`config.mk`:
```
export PLATFORM = sky130hd
export DESIGN_NAME = zero_inflated_predictor
export DESIGN_NICKNAME = d
export VERILOG_FILES = /design/src/rtl/zip_pkg.sv /design/src/rtl/zero_inflated_predictor.sv /design/src/rtl/zip_front.sv /design/src/rtl/zip_queue.sv /design/src/rtl/zip_sigmoid_rom.sv /design/src/rtl/zip_back.sv
export VERILOG_INCLUDE_DIRS = /design/src /design/src/rtl
export SDC_FILE = /design/constraint.sdc
export NUM_CORES = 2
export LEC_CHECK = 0
export BUFFER_PORTS_ARGS = -buffer_cell sky130_fd_sc_hd__buf_2
export CORE_MARGIN = 2
export CORE_UTILIZATION = 59
export DETAILED_ROUTE_END_ITERATION = 6
export PLACE_DENSITY = 0.79
export SETUP_SLACK_MARGIN = 0.3
export SLEW_MARGIN = 0
export SYNTH_ARGS = -nofsm -noshare
export SYNTH_HDL_FRONTEND = slang
export SYNTH_SLANG_ARGS = --single-unit
export TNS_END_PERCENT = 50
```
`constraint.sdc`:
```
create_clock -name clk -period 7.4 [get_ports clk]
set_input_delay 1.11 -clock clk [delete_from_list [all_inputs] [get_ports clk]]
set_output_delay 1.11 -clock clk [all_outputs]
set_load 0.01 [all_outputs]
```
`src/rtl/assert_macros.svh`:
```
// assertion helpers used by the top-level rtl
`ifndef ASSERT_MACROS_SVH
`define ASSERT_MACROS_SVH

// same-cycle implication, checked outside reset
`define ZIP_ASSERT_IMP(name, ante, cons, msg) \
  name: assert property (@(posedge clk) disable iff (rst) (ante) |-> (cons)) else $error(msg);

// next-cycle implication, checked outside reset
`define ZIP_ASSERT_NEXT(name, ante, cons, msg) \
  name: assert property (@(posedge clk) disable iff (rst) (ante) |=> (cons)) else $error(msg);

`endif

```
`src/rtl/zip_pkg.sv`:
```
`default_nettype none

package zip_pkg;

  // fixed point and sizes
  localparam int FRAC_BITS = 12;
  localparam int DEF_SIGMOID_ENTRIES = 256;
  localparam int ACC_W = 40;
  localparam int QUEUE_DEPTH = 2;

  localparam logic signed [ACC_W-1:0] ACC_MAX = {1'b0, {(ACC_W-1){1'b1}}};
  localparam logic signed [ACC_W-1:0] ACC_MIN = {1'b1, {(ACC_W-1){1'b0}}};

  // one input term
  typedef struct packed {
    logic signed [15:0] design_lm;
    logic signed [15:0] coef_lm;
    logic signed [15:0] design_glm;
    logic signed [15:0] coef_glm;
    logic signed [15:0] effect_lm;
    logic signed [15:0] effect_glm;
    logic               last_term;
  } item_t;

  // one prediction
  typedef struct packed {
    logic signed [31:0] prediction;
    logic               saturated;
  } result_t;

  // finished unit handed from front to back
  typedef struct packed {
    logic signed [ACC_W-1:0] sum_linear;
    logic signed [ACC_W-1:0] sum_logistic;
    logic signed [15:0]      effect_lm;
    logic signed [15:0]      effect_glm;
  } unit_t;

  // saturating add at accumulator width
  function automatic logic signed [ACC_W-1:0] sat_add(input logic signed [ACC_W-1:0] a,
                                                      input logic signed [ACC_W-1:0] b);
    logic signed [ACC_W:0] s;
    s = {a[ACC_W-1], a} + {b[ACC_W-1], b};
    if (s[ACC_W] != s[ACC_W-1]) begin
      return s[ACC_W] ? ACC_MIN : ACC_MAX;
    end
    return s[ACC_W-1:0];
  endfunction

  // e^-a in q0.31, a in q.31, evaluated at elaboration only
  function automatic logic [63:0] exp_neg_q31(input logic [63:0] aq);
    logic [63:0] y;
    logic [63:0] t2;
    logic [63:0] t3;
    logic [63:0] t4;
    logic [63:0] e;
    y  = aq >> 8;
    t2 = (y * y) >> 31;
    t3 = (t2 * y) >> 31;
    t4 = (t3 * y) >> 31;
    e  = (64'd1 << 31) - y + t2 / 64'd2 - t3 / 64'd6 + t4 / 64'd24;
    for (int k = 0; k < 8; k++) begin
      e = (e * e) >> 31;
    end
    return e;
  endfunction

  // sigmoid sample in q0.16 at x given in q.31, evaluated at elaboration only
  function automatic logic [15:0] sig_sample(input logic signed [63:0] xq);
    logic [63:0] aq;
    logic [63:0] den;
    logic [63:0] num;
    logic [63:0] rem;
    logic [63:0] quo;
    aq  = (xq < 0) ? 64'(-xq) : 64'(xq);
    den = (64'd1 << 31) + exp_neg_q31(aq);
    num = (64'd1 << 47) + (den >> 1);
    rem = '0;
    quo = '0;
    // restoring division, one quotient bit per step
    for (int b = 63; b >= 0; b--) begin
      rem = {rem[62:0], num[b]};
      if (rem >= den) begin
        rem = rem - den;
        quo[b] = 1'b1;
      end
    end
    if (xq < 0) begin
      quo = 64'd65536 - quo;
    end
    if (quo > 64'd65535) begin
      quo = 64'd65535;
    end
    return quo[15:0];
  endfunction

endpackage

`default_nettype wire

```
`src/rtl/zero_inflated_predictor.sv`:
```
// channel   direction  handshake            payload
// item      in         push / full          zip_pkg::item_t
// result    out        pop / empty          zip_pkg::result_t
//
// one term accepted per cycle while full is low; the front end multiplies, then accumulates
// a last term hands its unit through a two-entry queue to the back end
// back end works on one unit at a time, in steps: capture, effects, index and table read, multiply, clamp
// a unit passes the product register, the queue and the back-end steps before its result is ready
// full rises only while a last term waits on a full queue (short units or held results)
// synchronous reset clears accumulators, queue, sequencer and output; the table is constant

`default_nettype none
`include "assert_macros.svh"

module zero_inflated_predictor #(
  parameter int SIGMOID_ENTRIES = zip_pkg::DEF_SIGMOID_ENTRIES
) (
  input  wire logic             clk,
  input  wire logic             rst,
  input  wire logic             push,
  output logic                  full,
  input  wire zip_pkg::item_t   item,
  output logic                  empty,
  input  wire logic             pop,
  output zip_pkg::result_t      result
);
  import zip_pkg::*;

  logic  q_push;
  logic  q_full;
  logic  q_pop;
  logic  q_valid;
  unit_t q_in;
  unit_t q_out;

  // accept and accumulate terms
  zip_front u_front (
    .clk     (clk),
    .rst     (rst),
    .push    (push),
    .full    (full),
    .item    (item),
    .q_push  (q_push),
    .q_entry (q_in),
    .q_full  (q_full)
  );

  // finished units waiting for the back end
  zip_queue u_queue (
    .clk       (clk),
    .rst       (rst),
    .push      (q_push),
    .entry_in  (q_in),
    .full      (q_full),
    .pop       (q_pop),
    .entry_out (q_out),
    .valid     (q_valid)
  );

  // sigmoid, product and output register
  zip_back #(
    .SIGMOID_ENTRIES (SIGMOID_ENTRIES)
  ) u_back (
    .clk     (clk),
    .rst     (rst),
    .q_valid (q_valid),
    .q_entry (q_out),
    .q_pop   (q_pop),
    .empty   (empty),
    .pop     (pop),
    .result  (result)
  );

  // cross-module checks
  `ZIP_ASSERT_IMP(a_no_push_when_full, q_push, !q_full, "unit pushed into full queue")
  `ZIP_ASSERT_IMP(a_pop_needs_valid, q_pop, q_valid, "back end popped an empty queue")
  `ZIP_ASSERT_IMP(a_stall_from_queue, full, q_full, "front stalled without a full queue")

endmodule

`default_nettype wire

```
`src/rtl/zip_front.sv`:
```
`default_nettype none

module zip_front (
  input  wire logic         clk,
  input  wire logic         rst,
  input  wire logic         push,
  output logic              full,
  input  wire zip_pkg::item_t item,
  output logic              q_push,
  output zip_pkg::unit_t    q_entry,
  input  wire logic         q_full
);
  import zip_pkg::*;

  logic                    prod_valid;
  logic signed [31:0]      prod_lm;
  logic signed [31:0]      prod_glm;
  logic                    prod_last;
  logic signed [15:0]      prod_eff_lm;
  logic signed [15:0]      prod_eff_glm;
  logic signed [ACC_W-1:0] sum_linear;
  logic signed [ACC_W-1:0] sum_logistic;
  logic signed [ACC_W-1:0] sum_linear_next;
  logic signed [ACC_W-1:0] sum_logistic_next;
  logic                    advance;
  logic                    accept;

  // a last term waits here while the unit queue is full
  assign full    = prod_valid && prod_last && q_full;
  assign accept  = push && !full;
  assign advance = prod_valid && !full;

  // product stage
  always_ff @(posedge clk) begin
    if (rst) begin
      prod_valid <= 1'b0;
    end else if (accept) begin
      prod_valid <= 1'b1;
    end else if (advance) begin
      prod_valid <= 1'b0;
    end
  end

  always_ff @(posedge clk) begin
    if (accept) begin
      prod_lm      <= item.design_lm * item.coef_lm;
      prod_glm     <= item.design_glm * item.coef_glm;
      prod_last    <= item.last_term;
      prod_eff_lm  <= item.effect_lm;
      prod_eff_glm <= item.effect_glm;
    end
  end

  // accumulate with saturation
  assign sum_linear_next   = sat_add(sum_linear, ACC_W'(prod_lm));
  assign sum_logistic_next = sat_add(sum_logistic, ACC_W'(prod_glm));

  always_ff @(posedge clk) begin
    if (rst) begin
      sum_linear   <= '0;
      sum_logistic <= '0;
    end else if (advance) begin
      if (prod_last) begin
        sum_linear   <= '0;
        sum_logistic <= '0;
      end else begin
        sum_linear   <= sum_linear_next;
        sum_logistic <= sum_logistic_next;
      end
    end
  end

  // hand the finished unit to the back end
  assign q_push               = advance && prod_last;
  assign q_entry.sum_linear   = sum_linear_next;
  assign q_entry.sum_logistic = sum_logistic_next;
  assign q_entry.effect_lm    = prod_eff_lm;
  assign q_entry.effect_glm   = prod_eff_glm;

endmodule

`default_nettype wire

```
`src/rtl/zip_queue.sv`:
```
`default_nettype none

module zip_queue (
  input  wire logic           clk,
  input  wire logic           rst,
  input  wire logic           push,
  input  wire zip_pkg::unit_t entry_in,
  output logic                full,
  input  wire logic           pop,
  output zip_pkg::unit_t      entry_out,
  output logic                valid
);
  import zip_pkg::*;

  localparam int PTR_W = (QUEUE_DEPTH > 1) ? $clog2(QUEUE_DEPTH) : 1;
  localparam int CNT_W = $clog2(QUEUE_DEPTH + 1);

  unit_t              slots [QUEUE_DEPTH];
  logic [PTR_W-1:0]   wr_ptr;
  logic [PTR_W-1:0]   rd_ptr;
  logic [CNT_W-1:0]   count;
  logic               do_push;
  logic               do_pop;

  assign full      = count == CNT_W'(QUEUE_DEPTH);
  assign valid     = count != '0;
  assign do_push   = push && !full;
  assign do_pop    = pop && valid;
  assign entry_out = slots[rd_ptr];

  // storage
  always_ff @(posedge clk) begin
    if (do_push) begin
      slots[wr_ptr] <= entry_in;
    end
  end

  // pointers and fill count
  always_ff @(posedge clk) begin
    if (rst) begin
      wr_ptr <= '0;
      rd_ptr <= '0;
      count  <= '0;
    end else begin
      if (do_push) begin
        wr_ptr <= (wr_ptr == PTR_W'(QUEUE_DEPTH - 1)) ? '0 : wr_ptr + 1'b1;
      end
      if (do_pop) begin
        rd_ptr <= (rd_ptr == PTR_W'(QUEUE_DEPTH - 1)) ? '0 : rd_ptr + 1'b1;
      end
      if (do_push && !do_pop) begin
        count <= count + 1'b1;
      end else if (do_pop && !do_push) begin
        count <= count - 1'b1;
      end
    end
  end

endmodule

`default_nettype wire

```
`src/rtl/zip_sigmoid_rom.sv`:
```
`default_nettype none

module zip_sigmoid_rom #(
  parameter int SIGMOID_ENTRIES = zip_pkg::DEF_SIGMOID_ENTRIES
) (
  input  wire logic                               clk,
  input  wire logic [$clog2(SIGMOID_ENTRIES)-1:0] addr,
  output logic [15:0]                             data
);
  import zip_pkg::*;

  logic [15:0] samples [SIGMOID_ENTRIES];

  // each entry samples the middle of its bin over [-8,8)
  for (genvar g = 0; g < SIGMOID_ENTRIES; g++) begin : g_sample
    localparam logic signed [63:0] XQ =
      (64'sd2 * g + 64'sd1) * (64'sd1 <<< 34) / SIGMOID_ENTRIES - (64'sd1 <<< 34);
    assign samples[g] = sig_sample(XQ);
  end

  // registered read
  always_ff @(posedge clk) begin
    data <= samples[addr];
  end

endmodule

`default_nettype wire

```
`src/rtl/zip_back.sv`:
```
`default_nettype none

module zip_back #(
  parameter int SIGMOID_ENTRIES = zip_pkg::DEF_SIGMOID_ENTRIES
) (
  input  wire logic           clk,
  input  wire logic           rst,
  input  wire logic           q_valid,
  input  wire zip_pkg::unit_t q_entry,
  output logic                q_pop,
  output logic                empty,
  input  wire logic           pop,
  output zip_pkg::result_t    result
);
  import zip_pkg::*;

  localparam int IDX_W     = $clog2(SIGMOID_ENTRIES);
  localparam int SCALE_W   = ACC_W + IDX_W + 1;
  localparam int IDX_SHIFT = 4 + 2 * FRAC_BITS;
  localparam int PROD_W    = ACC_W + 17;
  localparam int OUT_SHIFT = FRAC_BITS + 16;

  localparam logic signed [ACC_W-1:0]  SIG_HALF = ACC_W'(64'sd8 <<< (2 * FRAC_BITS));
  localparam logic [IDX_W-1:0]         IDX_LAST = IDX_W'(SIGMOID_ENTRIES - 1);
  localparam logic signed [PROD_W-1:0] PRED_MAX = PROD_W'(32'sh7fff_ffff);
  localparam logic signed [PROD_W-1:0] PRED_MIN = PROD_W'(32'sh8000_0000);

  typedef enum logic [4:0] {
    ST_IDLE  = 5'b00001,
    ST_ADD   = 5'b00010,
    ST_INDEX = 5'b00100,
    ST_MULT  = 5'b01000,
    ST_FINAL = 5'b10000
  } state_t;

  state_t                   state;
  state_t                   state_next;
  unit_t                    unit_q;
  logic signed [ACC_W-1:0]  lin;
  logic signed [ACC_W-1:0]  logi;
  logic [ACC_W-1:0]         offset;
  logic [SCALE_W-1:0]       scaled;
  logic [IDX_W-1:0]         idx;
  logic [15:0]              prob;
  logic signed [40:0]       part_hi;
  logic [31:0]              part_lo;
  logic signed [PROD_W-1:0] prod;
  logic signed [PROD_W-1:0] shifted;
  result_t                  res_next;
  logic                     out_valid;
  logic                     out_write;

  // sequencer
  assign q_pop     = (state == ST_IDLE) && q_valid;
  assign out_write = (state == ST_FINAL) && (!out_valid || pop);

  always_comb begin
    state_next = state;
    case (state)
      ST_IDLE:  if (q_valid) state_next = ST_ADD;
      ST_ADD:   state_next = ST_INDEX;
      ST_INDEX: state_next = ST_MULT;
      ST_MULT:  state_next = ST_FINAL;
      ST_FINAL: if (out_write) state_next = ST_IDLE;
      default:  state_next = ST_IDLE;
    endcase
  end

  always_ff @(posedge clk) begin
    if (rst) begin
      state <= ST_IDLE;
    end else begin
      state <= state_next;
    end
  end

  // capture unit and add the random effects
  always_ff @(posedge clk) begin
    if (q_pop) begin
      unit_q <= q_entry;
    end
    if (state == ST_ADD) begin
      lin  <= sat_add(unit_q.sum_linear, ACC_W'(unit_q.effect_lm) <<< FRAC_BITS);
      logi <= sat_add(unit_q.sum_logistic, ACC_W'(unit_q.effect_glm) <<< FRAC_BITS);
    end
  end

  // table index from the logistic sum, clamped outside [-8,8)
  assign offset = $unsigned(logi + SIG_HALF);
  assign scaled = SCALE_W'(offset) * SCALE_W'(SIGMOID_ENTRIES);

  always_comb begin
    if (logi < -SIG_HALF) begin
      idx = '0;
    end else if (logi >= SIG_HALF) begin
      idx = IDX_LAST;
    end else begin
      idx = scaled[IDX_SHIFT +: IDX_W];
    end
  end

  zip_sigmoid_rom #(
    .SIGMOID_ENTRIES (SIGMOID_ENTRIES)
  ) u_rom (
    .clk  (clk),
    .addr (idx),
    .data (prob)
  );

  // split product: upper 24 bits and lower 16 bits of the linear sum
  always_ff @(posedge clk) begin
    if (state == ST_MULT) begin
      part_hi <= $signed(lin[ACC_W-1:16]) * $signed({1'b0, prob});
      part_lo <= lin[15:0] * prob;
    end
  end

  // recombine, floor shift and clamp to 32 bits
  assign prod    = $signed({part_hi, 16'h0000}) + $signed({25'h0, part_lo});
  assign shifted = prod >>> OUT_SHIFT;

  always_comb begin
    if (shifted > PRED_MAX) begin
      res_next.prediction = PRED_MAX[31:0];
      res_next.saturated  = 1'b1;
    end else if (shifted < PRED_MIN) begin
      res_next.prediction = PRED_MIN[31:0];
      res_next.saturated  = 1'b1;
    end else begin
      res_next.prediction = shifted[31:0];
      res_next.saturated  = 1'b0;
    end
  end

  // output register
  always_ff @(posedge clk) begin
    if (rst) begin
      out_valid <= 1'b0;
    end else if (out_write) begin
      out_valid <= 1'b1;
    end else if (pop) begin
      out_valid <= 1'b0;
    end
  end

  always_ff @(posedge clk) begin
    if (out_write) begin
      result <= res_next;
    end
  end

  assign empty = !out_valid;

endmodule

`default_nettype wire
```
==> run summary <==
Root buf cell: clkbuf_16
Routability cong.: 1.01
Status: complete, but fails checks
First-pass GRT wire length: 309000 µm
Number of global-route vias before repair: 58.1k
Synth area leader: fa_1
Ys async rst share: 0%
Hold path cells: 0
# diodes: 0
CTS Buffer Depth: 3
Core Util, Final: 63.5%
Setup crit end kind: register
Final min period: 6.85 ns
RR Endpoint: u_back.part_hi[37]
Ys Warns: 0
Worst Path Max Fanout: 11
Sequential fraction of the synthesis area: 24.5%
CP Data Required Time: 7.80 ns
Critical Path Source Type: register
RR Startpoint: u_back.lin[28]
Final ANT Viol Nets: 0
GRT Overall Usage: 29.8%
Violated checks: DRC
Drt total wl: 191000 µm
Yosys cell types: 104
Std-Cell Rows: 131
Detailed-router iteration count before antenna repair: 7
Synth Cell Area: 75500 µm²
Clk slew on worst S/H paths: 0.06 ns
Layout cells sized above 1: 7.97%
Largest cells by area after synthesis: fa_1 (29%), edfxtp_1 (22%), ha_1 (8.9%)
Final worst path period share: 92.6%
Worst min-delay path class: reg -> reg
Cells on worst reg2reg path: 23
Vias/cell: 5.94
Worst hold endpoint: u_queue.slots[1][5]
Num CTS Buffers: 73
Post-DP HPWL: 146000 µm
Post-synth EDFFs: 545
Max Clock Skew: 0.0579 ns
Clk_lat worst skew: 0.71 ns
Synthesis-to-layout area growth: 7.02%
DRC errors left: 2
Main flop type after synthesis: edfxtp_1
Critical Path AT: 7.25 ns
Most frequent cells in the layout: inv_1 (1288), fa_1 (1098), nand2_1 (905)
Post-synthesis instance total: 7627
#FFs+latches synth: 652
Fmax: 0.146 GHz
Max Transition Viols Final: 0
Kind of critical path: reg -> reg
Port Buffers: 135
R2r setup slk: 0.55 ns
Largest net degree at the start of global routing: 78
Die area: 131000 µm²
Net count after synthesis: 9363
Worst slew pin tran: 1.37 ns
RSZ-0062 raised after global routing: false
Die Wd: 362 µm
CTS tree: done
CORE AREA: 127000 µm²
Htree depth: 3
Initial antenna violation count: 2
Sink Count: 652
Final hold viol count: 0
Most common library cell in the layout ignoring fill and taps: inv_1
Die height: 362 µm
DR iter-0 viols: 4648
Worst Min Path Start: u_front.prod_eff_glm[5]
Grt ovf: 0
Area fraction of the dominant cell type after synthesis: 29.1%
Hold Buf Count CTS: 0
Detailed-route via count: 55.7k
IO Count: 136
Final setup fails: 0
Wirelength per Cell: 20.4 µm
Slew margin rel.: 8.31%
Final #Nets: 9390
Maxcap violations: 0
Starting Density: 59.3%
Setup_tns: 0 ns
Syn Area/Cell: 9.89 µm²
-- how the worst max path moves through the flow --
stage,cells past startpoint,slack [ns],from,endpoint
floorplan,19,0.44,item[64],u_front.prod_glm[31]
global placement,22,0.24,item[63],u_front.prod_glm[31]
detailed placement,22,0.17,item[63],u_front.prod_glm[31]
CTS,20,0.38,u_back.u_rom.data[8],u_back.part_lo[30]
global route,22,0.31,u_back.lin[26],u_back.part_hi[30]
finish,23,0.55,u_back.lin[28],u_back.part_hi[37]
-- critical path: stages, from the launching register on --
cell and delay [ns]:
edfxtp_1 0.54, buf_4 0.27, and2_1 0.20, fa_1 0.53, inv_1 0.05, fa_1 0.47
inv_1 0.05, fa_1 0.51, fa_1 0.51, fa_1 0.49, inv_1 0.05, fa_1 0.48
inv_1 0.05, ha_1 0.33, and4_1 0.23, a31o_2 0.24, a21oi_1 0.17, o311ai_1 0.18
buf_4 0.19, o21ai_1 0.27, a211o_1 0.31, o211a_1 0.22, o21ai_1 0.07, xor2_1 0.16
-- synthesized netlist by cell type, drive strengths merged, types with 11 or more instances --
cell	instances
a2111oi	14
a211o	24
a211oi	53
a21o	113
a21oi	334
a221oi	12
a311oi	12
a31o	15
a31oi	34
and2	530
and3	19
buf	83
clkbuf	274
dfxtp	107
edfxtp	545
fa	1098
ha	537
inv	1290
maj3	11
mux2	101
nand2	905
nand2b	41
nand3	64
nand4	36
nor2	241
nor2b	23
nor3	85
nor4	13
o211ai	34
o21a	54
o21ai	292
o21bai	41
o221ai	16
o22ai	12
o311ai	94
o31a	12
o31ai	25
o32ai	11
or3	11
xnor2	187
xor2	87
-- area by class of cell --
class	count	area (µm²)
Clock buffer	102	2070
Clock inverter	34	402
Fill cell	10100	46400
Inverter	1295	4860
Multi-Input combinational cell	5323	50800
Sequential cell	652	18500
Tap cell	1662	2080
Timing Repair Buffer	309	2070
-- metal layers --
metal | vias to the layer above | share of wire (%) | global-route usage, %
met5 | - | 0.0068 | 0
met4 | 2 | 4.5 | 12.2
met3 | 578 | 7.6 | 4.74
met2 | 2442 | 48 | 49.6
met1 | 27700 | 40 | 38.9
li1 | 25000 | - | -
-- logic make-up after synthesis --
family                     count (synthesis)  share of synthesized area (%)
and+or+nand+nor                         2013                           12.8
adders and majority gates               1646                           38.2
DFF                                      652                           24.5
buffers and inverters                   1652                           8.41
xor gates and xnor gates                 274                           3.18
muxes                                    108                           1.61
AOI/OAI and AO/OA                       1281                           11.3
other                                      1                        0.00497
-- stage by stage --
| step | instances | hold WS (ns) | setup slack [ns] | area, µm² |
|---|---|---|---|---|
| 4_1_cts | 9359 | 0.440 | 0.376 | 80600 |
| 5_1_grt | 9377 | 0.452 | 0.307 | 80800 |
| 6_report | 9377 | 0.444 | 0.548 | 80800 |
| 3_5_place_dp | 9223 | 0.430 | 0.170 | 78100 |
| 2_1_floorplan | 7627 | 0.421 | 0.439 | 75500 |
| 3_3_place_gp | 9223 | 0.426 | 0.241 | 78100 |
-- flip-flops by register name, indices dropped and copies added (netlist names) --
signal,cells
u_back.part_hi,41
u_back.out_valid,1
u_queue.count,2
u_front.prod_valid,1
u_back.lin,40
u_queue.wr_ptr,1
u_queue.slots,200
u_back.logi,20
u_front.sum_linear,40
u_front.prod_glm,32
u_front.prod_eff_glm,16
u_back.u_rom.data,16
u_front.prod_eff_lm,16
u_front.prod_last,1
u_back.part_lo,16
u_back.state,5
u_back.unit_q,100
u_queue.rd_ptr,1
u_back.result,31
u_front.sum_logistic,40
u_front.prod_lm,32
-- what timing repair did --
action / in CTS / in global routing
setup buffers: 0 / 18
hold endpoints to repair: 0 / 0
endpoints found under the setup margin: 2 / 15
resized for setup: 1 / 9
Power is not shown: default switching activity piles up to over one toggle a cycle in this logic, so the estimate is an artifact.
